[config.mk]
export PLATFORM = sky130hd
export DESIGN_NAME = vdi_cell
export DESIGN_NICKNAME = d
export VERILOG_FILES = /design/src/design/vertex_dedup_indexer_macros.svh /design/src/design/vdi_pkg.sv /design/src/design/vdi_cell.sv
export SDC_FILE = /design/constraint.sdc
export NUM_CORES = 1
export LEC_CHECK = 0
export BUFFER_PORTS_ARGS = -buffer_cell sky130_fd_sc_hd__buf_2
export CAP_MARGIN = 0
export CELL_PAD_IN_SITES_DETAIL_PLACEMENT = 2
export CELL_PAD_IN_SITES_GLOBAL_PLACEMENT = 2
export CORE_ASPECT_RATIO = 1.2
export CORE_MARGIN = 5
export CORE_UTILIZATION = 39
export CTS_CLUSTER_DIAMETER = 30
export DETAILED_ROUTE_END_ITERATION = 6
export PLACE_DENSITY_LB_ADDON = 0.05
export SKIP_CTS_REPAIR_TIMING = 1
export SLEW_MARGIN = 15
export SYNTH_ARGS = -nofsm -noshare
export SYNTH_HDL_FRONTEND = slang
export SYNTH_SLANG_ARGS = --single-unit
[constraint.sdc]
create_clock -name clk -period 7.45 [get_ports clk]
set_input_delay 0.3725 -clock clk [delete_from_list [all_inputs] [get_ports clk]]
set_output_delay 0.3725 -clock clk [all_outputs]
set_load 0.05 [all_outputs]
[src/design/vertex_dedup_indexer_macros.svh]
// Assertion macros for the vertex dedup indexer.
// Used by the top level; needs nothing but a clk and rst_n in scope.
`ifndef VERTEX_DEDUP_INDEXER_MACROS_SVH
`define VERTEX_DEDUP_INDEXER_MACROS_SVH
`ifndef SYNTHESIS
`define VDI_ASSERT_SAME(label, ante, cons) \
  label: assert property (@(posedge clk) disable iff (!rst_n) (ante) |-> (cons)) \
    else $error("vdi check failed");
`define VDI_ASSERT_NEXT(label, ante, cons) \
  label: assert property (@(posedge clk) disable iff (!rst_n) (ante) |=> (cons)) \
    else $error("vdi check failed");
`else
`define VDI_ASSERT_SAME(label, ante, cons)
`define VDI_ASSERT_NEXT(label, ante, cons)
`endif
`endif

[src/design/vdi_pkg.sv]
// Shared types, sizes and the float compare of the vertex dedup indexer.
// No dependencies.
`timescale 1ns / 1ps
package vdi_pkg;
  localparam int MAX_VERTICES = 256;
  localparam int FIELDS = 8;
  localparam int IDX_W = (MAX_VERTICES > 1) ? $clog2(MAX_VERTICES) : 1;
  localparam int COUNT_W = $clog2(MAX_VERTICES + 1);
  localparam int OUT_IDX_W = 8;

  typedef logic [31:0] vfield_t;
  typedef vfield_t [FIELDS-1:0] vertex_t;

  typedef struct packed {
    logic             valid;
    logic             found;
    logic [IDX_W-1:0] idx;
  } probe_t;

  // IEEE equality on single-precision bits: NaN never equal, +0 == -0.
  function automatic logic float_eq(vfield_t a, vfield_t b);
    logic [30:0] abs_a;
    logic [30:0] abs_b;
    logic        res;
    abs_a = a[30:0];
    abs_b = b[30:0];
    if (abs_a > 31'h7F80_0000 || abs_b > 31'h7F80_0000) begin
      res = 1'b0;
    end else if (abs_a == 31'd0 && abs_b == 31'd0) begin
      res = 1'b1;
    end else begin
      res = (a == b);
    end
    return res;
  endfunction
endpackage

[src/design/vdi_cell.sv]
// One table cell: holds a stored vertex, compares it with the query and
// passes the search probe on to the next cell. Depends on vdi_pkg.
`timescale 1ns / 1ps
module vdi_cell (
  input  logic                    clk,
  input  logic                    rst_n,
  input  logic [vdi_pkg::IDX_W-1:0]   cell_idx,
  input  logic [vdi_pkg::COUNT_W-1:0] count,
  input  vdi_pkg::vertex_t        query,
  input  logic                    wr_en,
  input  vdi_pkg::probe_t         probe_in,
  output vdi_pkg::probe_t         probe_out
);
  import vdi_pkg::*;

  vertex_t entry_r;
  probe_t  probe_r;
  probe_t  probe_nxt;
  logic    match;
  logic    live;

  always_comb begin
    match = 1'b1;
    for (int f = 0; f < FIELDS; f++) begin
      match = match & float_eq(entry_r[f], query[f]);
    end
  end

  assign live = COUNT_W'(cell_idx) < count;

  always_comb begin
    probe_nxt = probe_in;
    // claim the probe on the first live hit
    if (probe_in.valid && !probe_in.found && live && match) begin
      probe_nxt.found = 1'b1;
      probe_nxt.idx   = cell_idx;
    end
  end

  always_ff @(posedge clk) begin
    if (wr_en) begin
      entry_r <= query;
    end
  end

  always_ff @(posedge clk) begin
    if (!rst_n) begin
      probe_r.valid <= 1'b0;
    end else begin
      probe_r.valid <= probe_nxt.valid;
    end
    probe_r.found <= probe_nxt.found;
    probe_r.idx   <= probe_nxt.idx;
  end

  assign probe_out = probe_r;
endmodule

# Yosys cells after proc, flatten, opt, wreduce, memory -nomap -nowiden
# Index checks and enable logic that the tools add are counted.
# op_classes
bitwise	7
magnitude_cmp	17
n_mux	17
n_reduce_logical	36
eq_ne	8
# op_table
cell	n
$gt A31 B31 Y1 const B	16
$logic_not A31 Y1	16
$eq A32 B32 Y1	8
$mux W1	16
$logic_and A1 B1 Y1	11
$lt A8 B9 Y1	1
$logic_or A1 B1 Y1	8
$mux W8	1
$and A1 B1 Y1	7
$logic_not A1 Y1	1
# word_totals
wordCells	96
out_inout_bits	10
reg_bits	266

# Depth between registers and ports, before layout
# Gate-level depths: netlist of run 1.
# logic_depth
ltp_word	13
mapped_depth	10

# Worst setup path before layout of run 1
# No wires, ideal clock.
# synth_timing
path_kind	input to register
startpoint	in count[6] in the netlist's numbering
endpoint	reg probe_r (netlist bit probe_out[0])
stages	10
path_slack_ns	4.722
n_path_buf	1
arrival_ns	2.607
cell_sequence	inv_1 > ha_1 > a21o_1 > a21oi_1 > o2111a_1 > o31ai_1 > or4_1 > or4_1 > buf_6 > mux2_4
# synth_rtl
element	line	text
start, declared	vdi_cell.sv:8	input logic [vdi_pkg::COUNT_W-1:0] count,
end, declared	vdi_cell.sv:17	probe_t probe_r;

==> out/metrics.cfg, run 1 <==
[detailed_routing]
final_antenna_net_count=0
drt_drc_violations_left=0
post_drt_wl_per_cell_um=25.6
first_pass_iters=4
detailroute.via_count=9526
drtIter0Drc=460
post_drt_via_cell_ratio=5.56
drt-total-wl_mm=43.8

[logic_synthesis]
synthCells=893
syn_area_um2=12500
netlist-cell-type-count=30
postSynthRegisterBits=266
synth_sequential_area_ratio_pct=63.1
syn_avg_cell_area_um2=14.0
synth.net_count=1186
yosysWarningCount=0

[critical_path]
endpoint_kind=flip-flop
crit_path_top_delay_cell=sky130_fd_sc_hd__or4_1
cp.arrival_ns=4.07
worst_ep_required_time_ns=7.86
worst-path-max-fanout=9
criticalPathCategory=flip-flop to flip-flop
max_stage_delay_ns=0.85
critical_path.startpoint_type=flip-flop
crit_chain=nor4_1 -> nand4_1 -> or4_1 -> o22ai_1 -> nand4_1 -> or4_1 -> mux2_4

[clocking]
maximum_level_of_the_cts_h_tree=3
clk-insertion-delay-late_ns=0.54
clock-sinks=266
root_buffer=sky130_fd_sc_hd__clkbuf_16
cts_tree=done
clock_pin_slew_on_the_worst_setup_and_hold_paths_ns=0.04
clock_path_buffers=3
tritoncts.num_buffers=67

[final_layout]
multi_input_area_um2=4560
final_layout_size_suffix_gt1_share_pct=31.4
post_layout_utilization_of_the_core_pct=53.0
layout.cells.most_common=sky130_fd_sc_hd__buf_2
finish.instance_area_um2=16700
most-common-layout-cells=sky130_fd_sc_hd__buf_2, sky130_fd_sc_hd__edfxtp_1, sky130_fd_sc_hd__xor2_1
sequential_cell_area_um2=7890
nFillCells=3072
final_net_count=1550
layout-area-overhead-vs-synth_pct=33.9

[sta]
finalSetupViolCount=0
timing_max_transition_violations_final=0
tns_ns=0
grt_setup_unrepaired=no
final.min_clock_period_ns=3.66
worst_pin_slew_ns=1.11
final.period_utilization_pct=49.1
max_freq_mhz=274
max-slew-margin-rel_pct=26.3
timing.final.hold_violations=0
final.setup_skew_ns=0.0182

[power_and_ir_drop]
cellLeakagePower_nw=6.18
pwr_density_cell_nw_per_um2=309
power.ir.vdd_worst_mv=0.204

[grt]
grt_max_degree=130
globalRouteMet3Util_pct=7.28
number_of_global_route_vias_before_repair=11149
grt_usage_pct=24.1
grt-busiest-layer=met2
grtUsageMet2_pct=44.4
first_pass_grt_wire_length_mm=66.2
groute.layer.met1.usage_pct=26.4
gr-total-overflow=0
antenna_found_initial=15

[placement]
finalWeightedCongestion=0.793
placement.io_buffers=295
place.detailed.hpwl_mm=31.2
dpl-instance-area_um2=14500

[floorplan]
overall_die_area_um2=35700
vertical_extent_of_the_die_um=206
floorplan.die.width_um=173
num_io_pins=296
floorplan.initialDensity_pct=39.6
coreArea_um2=31500
floorplan.rows=71

[hold_path]
hold_path.class=input pin to flip-flop

[job]
drv.max_cap_violation_count=0

[status]
run_status=complete, no violations

[where the power goes]
| group | switching, mW | total [mW] | leakage (nW) | internal (mW) |
|---|---|---|---|---|
| clock network | 0.894 | 2.88 | 1.08 | 1.99 |
| logic | 0.233 | 0.398 | 2.51 | 0.166 |
| registers | 0.0986 | 1.88 | 2.59 | 1.78 |
[cell type report]
class	instances	area share (%)
antenna	5	0.0748
clock buffer	81	10.8
clock inverter	37	2.51
inverter	8	0.180
multi-input combinational	618	27.3
sequential	266	47.2
tap	401	3.00
timing repair buffer	296	9.01
[cells in the mapped netlist]
| cell | number | area, µm² |
|---|---|---|
| sky130_fd_sc_hd__o311a_1 | 1 | 10.0 |
| sky130_fd_sc_hd__nand4_1 | 86 | 538 |
| sky130_fd_sc_hd__xnor2_1 | 64 | 561 |
| sky130_fd_sc_hd__dfxtp_1 | 10 | 200 |
| sky130_fd_sc_hd__nor3_1 | 19 | 95.1 |
| sky130_fd_sc_hd__nor4_2 | 3 | 37.5 |
| sky130_fd_sc_hd__a21oi_1 | 2 | 10.0 |
| sky130_fd_sc_hd__o22ai_1 | 6 | 37.5 |
| sky130_fd_sc_hd__o2111a_1 | 1 | 11.3 |
| sky130_fd_sc_hd__o21ai_1 | 1 | 5.00 |
| sky130_fd_sc_hd__buf_6 | 1 | 11.3 |
| sky130_fd_sc_hd__ha_1 | 7 | 87.6 |
| sky130_fd_sc_hd__nand2_1 | 19 | 71.3 |
| sky130_fd_sc_hd__xor2_1 | 192 | 1680 |
| sky130_fd_sc_hd__o21ai_0 | 10 | 50.1 |
| sky130_fd_sc_hd__a22o_1 | 2 | 17.5 |
| sky130_fd_sc_hd__and2_1 | 1 | 6.26 |
| sky130_fd_sc_hd__edfxtp_1 | 256 | 7690 |
| sky130_fd_sc_hd__o2111ai_1 | 1 | 8.76 |
| sky130_fd_sc_hd__nor2_1 | 16 | 60.1 |
| sky130_fd_sc_hd__a21o_1 | 3 | 22.5 |
| sky130_fd_sc_hd__and4_1 | 2 | 17.5 |
| sky130_fd_sc_hd__or4_1 | 8 | 60.1 |
| sky130_fd_sc_hd__nor4_1 | 161 | 1010 |
| sky130_fd_sc_hd__inv_1 | 8 | 30.0 |
| sky130_fd_sc_hd__and4b_1 | 1 | 10.0 |
| sky130_fd_sc_hd__o31ai_1 | 2 | 15.0 |
| sky130_fd_sc_hd__mux2_4 | 8 | 120 |
| sky130_fd_sc_hd__nor3_4 | 1 | 16.3 |
| sky130_fd_sc_hd__nand2b_1 | 1 | 6.26 |
[per-layer routing]
layer  part of all wire (%)  vias to the layer above  wire [µm]
li1                       -                     4342          -
met1                     37                     4756      16300
met2                     53                      305      23300
met3                    6.3                      101       2740
met4                    2.9                       22       1270
met5                   0.31                        -        134
[worst paths after layout]
check                     from      endpoint  slack, ns  cells after the start
setup / recovery  entry_r[177]  probe_out[3]       3.79                      7
hold / removal       query[31]   entry_r[31]       0.03                      1
setup reg to reg  entry_r[177]  probe_out[3]       3.79                      7
hold reg to reg    entry_r[92]  probe_out[8]       1.52                      6
[registers in the layout, summed over array words and instances (netlist names)]
| name | cells |
|---|---|
| entry_r | 256 |
| probe_out | 10 |
[worst max-delay path, delay by kind of cell (launching register included)]
kind / cells / cell delay, ns
compound gates: 1 / 0.45
flops: 1 / 0.40
mux: 1 / 0.44
simple gates: 5 / 2.24
[logic make-up after synthesis]
group,after synthesis,synth area share (%)
AOI/OAI and AO/OA,29,1.50
xor gates and xnor gates,256,17.9
adders and majority gates,7,0.701
buffers and inverters,9,0.331
DFF,266,63.1
muxes,8,0.962
and+or+nand+nor,318,15.4
[per-stage QoR]
step                setup WS [ns]  power (mW)  hold slack (ns)  std cells
floorplan                    4.72        2.04            0.469        893
global placement             3.82        2.27            0.569       1589
detailed placement           3.67        2.29            0.579       1589
CTS                          3.82        5.22          0.00429       1707
global route                 3.70        5.36          0.00742       1710
finish                       3.79        5.16           0.0342       1712
Note: power is estimated with default switching activity, not from simulation.
==> inputs of run 2 (changes only) <==
--- a/config.mk
+++ b/config.mk
@@ -11,7 +11,7 @@
 export CELL_PAD_IN_SITES_GLOBAL_PLACEMENT = 2
 export CORE_ASPECT_RATIO = 1.2
 export CORE_MARGIN = 5
-export CORE_UTILIZATION = 39
+export CORE_UTILIZATION = 37
 export CTS_CLUSTER_DIAMETER = 30
 export DETAILED_ROUTE_END_ITERATION = 6
 export PLACE_DENSITY_LB_ADDON = 0.05
==> constraint.sdc (replaced) <==
create_clock -name clk -period 3.7 [get_ports clk]
set_input_delay 0.185 -clock clk [delete_from_list [all_inputs] [get_ports clk]]
set_output_delay 0.185 -clock clk [all_outputs]
set_load 0.05 [all_outputs]
==> run 2 against run 1 <==
Against the previous run:
- first-iteration DRC count increased by 110%
- combinational power increased to 2.9 times the previous value
- worst setup slack got worse by 3.6 ns
- global-route usage is 2.5 points lower
- largest power group unchanged
- die area up 5.1%
- clock skew rose by 0.011 ns
- total power grew 120%
- critical endpoint is now probe_out[0]
==> out/metrics.cfg, run 2 (synthesized netlist as in run 1, its figures left out) <==
[status]
run_status=complete, no violations

[critical_path]
worst_ep_required_time_ns=4.13  ; -3.73 ns
cp_top_family=simple AND/OR/NAND/NOR gates
critical_path.startpoint_type=input pin
worstRegToRegCells=7  ; unchanged
worst_path_most_repeated_cell=sky130_fd_sc_hd__nand4_1
crit_chain=dlygate4sd3_1 -> buf_2 -> nor4_1 -> nand4_1 -> or4_1 -> o22ai_1 -> nand4_1 -> or4_4 -> mux2_4
cp.arrival_ns=3.96  ; -0.11 ns
worst-path-max-fanout=9  ; unchanged
endpoint_kind=flip-flop
crit_cells=9  ; +2
crit_buf_inv=2  ; +2
max_stage_delay_ns=0.64  ; -0.21 ns
criticalPathCategory=input pin to flip-flop
crit_path_top_delay_cell=sky130_fd_sc_hd__or4_1

[clocking]
cts_tree=done
clock_path_buffers=3  ; unchanged
clk-insertion-delay-late_ns=0.58  ; +0.04 ns
clock_pin_slew_on_the_worst_setup_and_hold_paths_ns=0.05  ; about the same
root_buffer=sky130_fd_sc_hd__clkbuf_16
clock-sinks=266  ; unchanged
tritoncts.num_buffers=68  ; +1.5%
maximum_level_of_the_cts_h_tree=3  ; unchanged

[detailed_routing]
drt-total-wl_mm=61.7  ; +41%
post_drt_wl_per_cell_um=30.1  ; +18%
drtIter0Drc=984  ; +110%
detailroute.via_count=11540  ; +21%
drt_drc_violations_left=0  ; unchanged
final_antenna_net_count=0  ; unchanged
first_pass_iters=6  ; +2
post_drt_via_cell_ratio=5.64  ; +1.3%

[power_and_ir_drop]
sequential_power_share_pct=33.7  ; -2.8 points
power.ir.vdd_worst_mv=0.444  ; +120%
net_switching_share_of_the_total_power_pct=25.9  ; +2.1 points
cellLeakagePower_nw=7.41  ; +20%
comb_power_share_pct=10.2  ; +2.5 points
power.share.clock_pct=56.1  ; +0.3 points
pwr_density_cell_nw_per_um2=574  ; +86%
cell_internal_pwr_mw=8.39  ; +110%
p_switching_mw=2.93  ; +140%

[final_layout]
final_net_count=1829  ; +18%
most-common-layout-cells=sky130_fd_sc_hd__buf_2, sky130_fd_sc_hd__dlygate4sd3_1, sky130_fd_sc_hd__edfxtp_1
largest_reg_flops=256  ; unchanged
regMostFlops=entry_r
final_layout_size_suffix_gt1_share_pct=26.3  ; -5.1 points
layout-area-overhead-vs-synth_pct=57.8
layout.cells.most_common=sky130_fd_sc_hd__buf_2

[grt]
grt_usage_pct=21.6  ; -2.5 points
antenna_found_initial=11  ; -4
gr-total-overflow=0  ; unchanged
grt_max_degree=95  ; -27%
number_of_global_route_vias_before_repair=10938  ; -1.9%
first_pass_grt_wire_length_mm=62.4  ; -5.8%

[placement]
placement.io_buffers=295  ; unchanged
place.detailed.hpwl_mm=31.0  ; -0.88%
dp_slack_ns=0.139  ; -3.53 ns
finalWeightedCongestion=0.801  ; +0.89%

[sta]
final.setup_skew_ns=0.0289  ; +0.0107 ns
timing_max_transition_violations_final=0  ; unchanged
final.min_clock_period_ns=3.53
timing.final.hold_violations=0  ; unchanged
max-slew-margin-rel_pct=47.2  ; +21 points
tns_ns=0  ; unchanged
max_freq_mhz=283
setup_slack_ns=0.171  ; -3.62 ns
grt_setup_unrepaired=no
final.period_utilization_pct=95.4
finalSetupViolCount=0  ; unchanged
worst_pin_slew_ns=0.791  ; -0.315 ns

[floorplan]
overall_die_area_um2=37600  ; +5.1%
vertical_extent_of_the_die_um=211  ; +2.5%
num_io_pins=296  ; unchanged
floorplan.rows=73  ; +2.8%
coreArea_um2=33200  ; +5.4%
floorplan.initialDensity_pct=37.6  ; -2.0 points
floorplan.die.width_um=178  ; +2.5%

[hold_path]
min_delay_path_depth=1  ; unchanged
hold_path.class=input pin to flip-flop

[job]
drv.max_cap_violation_count=0  ; unchanged

==> run 2: cell types whose count changed in the layout (fill, tap and decap cells not counted), moves of 2 or more <==
cell	before	now
sky130_fd_sc_hd__diode_2	5	8
sky130_fd_sc_hd__bufinv_16	8	11
sky130_fd_sc_hd__clkinv_8	0	3
sky130_fd_sc_hd__dlygate4sd3_1	0	275
sky130_fd_sc_hd__buf_4	0	2
==> run 2: power groups by stage <==
stage | Combinational, mW | Sequential, mW | Clock (mW)
CTS | 0.812 | 3.78 | 6.20
floorplan | 0.318 | 3.79 | 0
detailed placement | 0.796 | 3.82 | 0
finish | 1.15 | 3.82 | 6.35
global route | 1.21 | 3.83 | 6.57
global placement | 0.781 | 3.81 | 0
==> run 2: worst paths after layout <==
kind | from | endpoint | slack [ns]
worst max-delay path | query[160] | probe_out[0] | 0.17
worst min-delay path | wr_en | entry_r[41] | 0.16
worst max register to register | entry_r[160] | probe_out[0] | 0.24
worst min register to register | entry_r[126] | probe_out[8] | 1.23
==> run 2: area by class of cell <==
cell class | count | area, µm²
Clock buffer | 82 | 1820
Clock inverter | 41 | 539
Antenna cell | 8 | 20.0
Multi-Input combinational cell | 618 | 4570
Inverter | 8 | 30.0
Sequential cell | 266 | 7890
Tap cell | 450 | 563
Fill cell | 3029 | 13500
Timing Repair Buffer | 574 | 4290
==> run 2: metal layers <==
| layer | track usage (%) | up-vias | routed length, µm |
|---|---|---|---|
| li1 | - | 4913 | - |
| met1 | 25.4 | 5912 | 22500 |
| met3 | 7.32 | 152 | 3690 |
| met2 | 37.7 | 557 | 33200 |
| met5 | 0 | - | 26 |
| met4 | 5.79 | 6 | 2310 |
==> run 2: per-stage QoR <==
step                util, %  instance area [µm²]  power, mW  cells  hold WS (ns)
floorplan                 -                12500       4.11    893         0.282
global placement       43.9                14600       4.59   1641         0.391
detailed placement     43.9                14600       4.61   1641         0.392
CTS                    51.0                16900       10.8   1764        -0.187
global route           59.3                19700       11.6   2047         0.192
finish                 59.3                19700       11.3   2047         0.163
==> inputs of run 3 (changes only) <==
--- a/config.mk
+++ b/config.mk
@@ -15,6 +15,7 @@
 export CTS_CLUSTER_DIAMETER = 30
 export DETAILED_ROUTE_END_ITERATION = 6
 export PLACE_DENSITY_LB_ADDON = 0.05
+export REMOVE_ABC_BUFFERS = 1
 export SKIP_CTS_REPAIR_TIMING = 1
 export SLEW_MARGIN = 15
 export SYNTH_ARGS = -nofsm -noshare
==> run 3 against run 2 <==
Against the previous run:
- total power decreased by 1.3%
- global-route usage increased by 0.47 points
- worst hold slack got worse by 0.092 ns
- first-iteration DRC count decreased by 5.8%
- combinational power about the same
- flip-flop and latch count unchanged
- critical endpoint is now probe_out[5]
==> out/metrics.cfg, run 3 (synthesized netlist as in run 1, its figures left out) <==
[critical_path]
critical_path.startpoint_type=flip-flop
crit_path_top_delay_cell=sky130_fd_sc_hd__or4_1
worst_r2r_startpoint=entry_r[139]
cp.arrival_ns=4.05  ; +0.09 ns
startpoint=entry_r[139]
worst_setup_slack_for_register_to_register_paths_ns=0.07  ; -0.17 ns
endpoint_kind=flip-flop
crit_chain=nor4_2 -> nand4_1 -> o21ai_1 -> o31ai_1 -> or4_1 -> or4_1 -> mux2_4
worstRegToRegCells=7  ; unchanged
worst_ep_required_time_ns=4.12  ; about the same
worst_path_most_repeated_cell=sky130_fd_sc_hd__or4_1
worst-path-max-fanout=9  ; unchanged
max_stage_delay_ns=0.89  ; +0.25 ns
timing.rr.end=probe_out[5]
criticalPathCategory=flip-flop to flip-flop

[final_layout]
post_layout_utilization_of_the_core_pct=59.0  ; -0.32 points
layout.cells.most_common=sky130_fd_sc_hd__buf_2
layout-area-overhead-vs-synth_pct=57.0
largest_reg_flops=256  ; unchanged
final_net_count=1827  ; -0.11%
regMostFlops=entry_r
most-common-layout-cells=sky130_fd_sc_hd__buf_2, sky130_fd_sc_hd__dlygate4sd3_1, sky130_fd_sc_hd__edfxtp_1
final_layout_size_suffix_gt1_share_pct=26.1  ; -0.24 points

[detailed_routing]
post_drt_wl_per_cell_um=31.1  ; +3.0%
post_drt_via_cell_ratio=5.70  ; +1.1%
first_pass_iters=5  ; -1
detailroute.via_count=11653  ; +0.98%
drt-total-wl_mm=63.5  ; +2.9%
final_antenna_net_count=0  ; unchanged
drt_drc_violations_left=0  ; unchanged
drtIter0Drc=927  ; -5.8%

[clocking]
root_buffer=sky130_fd_sc_hd__clkbuf_16
cts_tree=done
clock-sinks=266  ; unchanged
clock_pin_slew_on_the_worst_setup_and_hold_paths_ns=0.05  ; about the same
tritoncts.num_buffers=67  ; -1.5%
clk-insertion-delay-late_ns=0.57  ; about the same
clock_path_buffers=3  ; unchanged
maximum_level_of_the_cts_h_tree=3  ; unchanged

[placement]
place.detailed.hpwl_mm=31.0  ; about the same
placement.io_buffers=295  ; unchanged
finalWeightedCongestion=0.772  ; -3.6%

[grt]
grt_usage_pct=22.1  ; +0.47 points
groute.layer.met1.usage_pct=25.9  ; +0.53 points
antenna_found_initial=9  ; -2
globalRouteMet3Util_pct=6.53  ; -0.79 points
first_pass_grt_wire_length_mm=63.9  ; +2.5%
gr-total-overflow=0  ; unchanged
number_of_global_route_vias_before_repair=11135  ; +1.8%
grt-busiest-layer=met2
grtUsageMet2_pct=38.6  ; +0.86 points
grt_max_degree=98  ; +3.2%

[floorplan]
num_io_pins=296  ; unchanged
overall_die_area_um2=37600  ; unchanged
coreArea_um2=33200  ; unchanged
floorplan.rows=73  ; unchanged
floorplan.die.width_um=178  ; unchanged
floorplan.initialDensity_pct=37.6  ; unchanged
vertical_extent_of_the_die_um=211  ; unchanged

[power_and_ir_drop]
net_switching_share_of_the_total_power_pct=26.5  ; +0.60 points
power.share.clock_pct=55.4  ; -0.7 points
pwr_density_cell_nw_per_um2=569  ; -0.82%
p_switching_mw=2.96  ; +0.93%
power.ir.vdd_worst_mv=0.466  ; +4.9%
cellLeakagePower_nw=7.36  ; -0.57%
cell_internal_pwr_mw=8.21  ; -2.1%
power_mw=11.2  ; -1.3%
sequential_power_share_pct=34.3  ; +0.6 points
comb_power_share_pct=10.4  ; +0.2 points

[status]
run_status=complete, no violations

[hold_path]
hp-start=wr_en
hold_end=entry_r[35]
hold_path.class=input pin to flip-flop
min_delay_path_depth=1  ; unchanged

[sta]
hold-worst-slack_ns=0.0705  ; -0.0922 ns
worst_pin_slew_ns=0.748  ; -0.0435 ns
max-slew-margin-rel_pct=50.1  ; +2.9 points
final.period_utilization_pct=98.2  ; +2.8 points
final.min_clock_period_ns=3.63  ; +0.104 ns
finalSetupViolCount=0  ; unchanged
timing.final.hold_violations=0  ; unchanged
final.setup_skew_ns=0.0323  ; +0.00342 ns
max_freq_mhz=275  ; -2.9%
timing_max_transition_violations_final=0  ; unchanged

[job]
drv.max_cap_violation_count=0  ; unchanged

## run 3: cell count changes in the layout (fill, tap and decap cells not counted), sizes merged
cell	previous run	this run
inv	13	14
buf	299	298
clkinvlp	6	4
bufinv	11	10
diode	8	7
clkinv	19	21
## run 3: worst max-delay path: cells and delay by family, from the launching register on
family | cells | cell delay [ns]
mux | 1 | 0.43
flops | 1 | 0.43
compound gates | 2 | 0.56
simple gates | 4 | 2.07
## run 3: worst max-delay path by stage
stage	endpoint	depth (start not counted)
6_report	probe_out[5]	7
5_1_grt	probe_out[5]	9
3_3_place_gp	probe_out[2]	8
2_1_floorplan	probe_out[0]	7
3_5_place_dp	probe_out[1]	8
4_1_cts	probe_out[1]	7
## run 3: cell type report
class                           count  area [µm²]
Clock inverter                     41         494
Sequential cell                   266        7890
Tap cell                          450         563
Fill cell                        3053       13600
Timing Repair Buffer              573        4290
Multi-Input combinational cell    618        4570
Antenna cell                        7        17.5
Inverter                            8        30.0
Clock buffer                       82        1760
## run 3: routing by layer
| metal | share of wire (%) | wire length [µm] |
|---|---|---|
| met2 | 54 | 34100 |
| met5 | 0.091 | 58 |
| met4 | 4.0 | 2510 |
| met1 | 36 | 22800 |
| met3 | 6.5 | 4110 |
## run 3: power groups by stage
stage / logic (mW) / clock network (mW) / registers, mW
CTS: 0.813 / 6.00 / 3.78
global placement: 0.779 / 0 / 3.81
detailed placement: 0.795 / 0 / 3.82
global route: 1.21 / 6.39 / 3.84
finish: 1.16 / 6.18 / 3.82
floorplan: 0.318 / 0 / 3.79
## run 3: metrics by stage
stage | cells | setup TNS (ns) | setup WS, ns | cell area [µm²]
after global routing | 2044 | -0.0537 | -0.0204 | 19600
after floorplan | 892 | 0 | 1.01 | 12500
after detailed placement | 1640 | 0 | 0.114 | 14600
final | 2045 | 0 | 0.0666 | 19600
after CTS | 1763 | 0 | 0.0402 | 16800
after global placement | 1640 | 0 | 0.229 | 14600
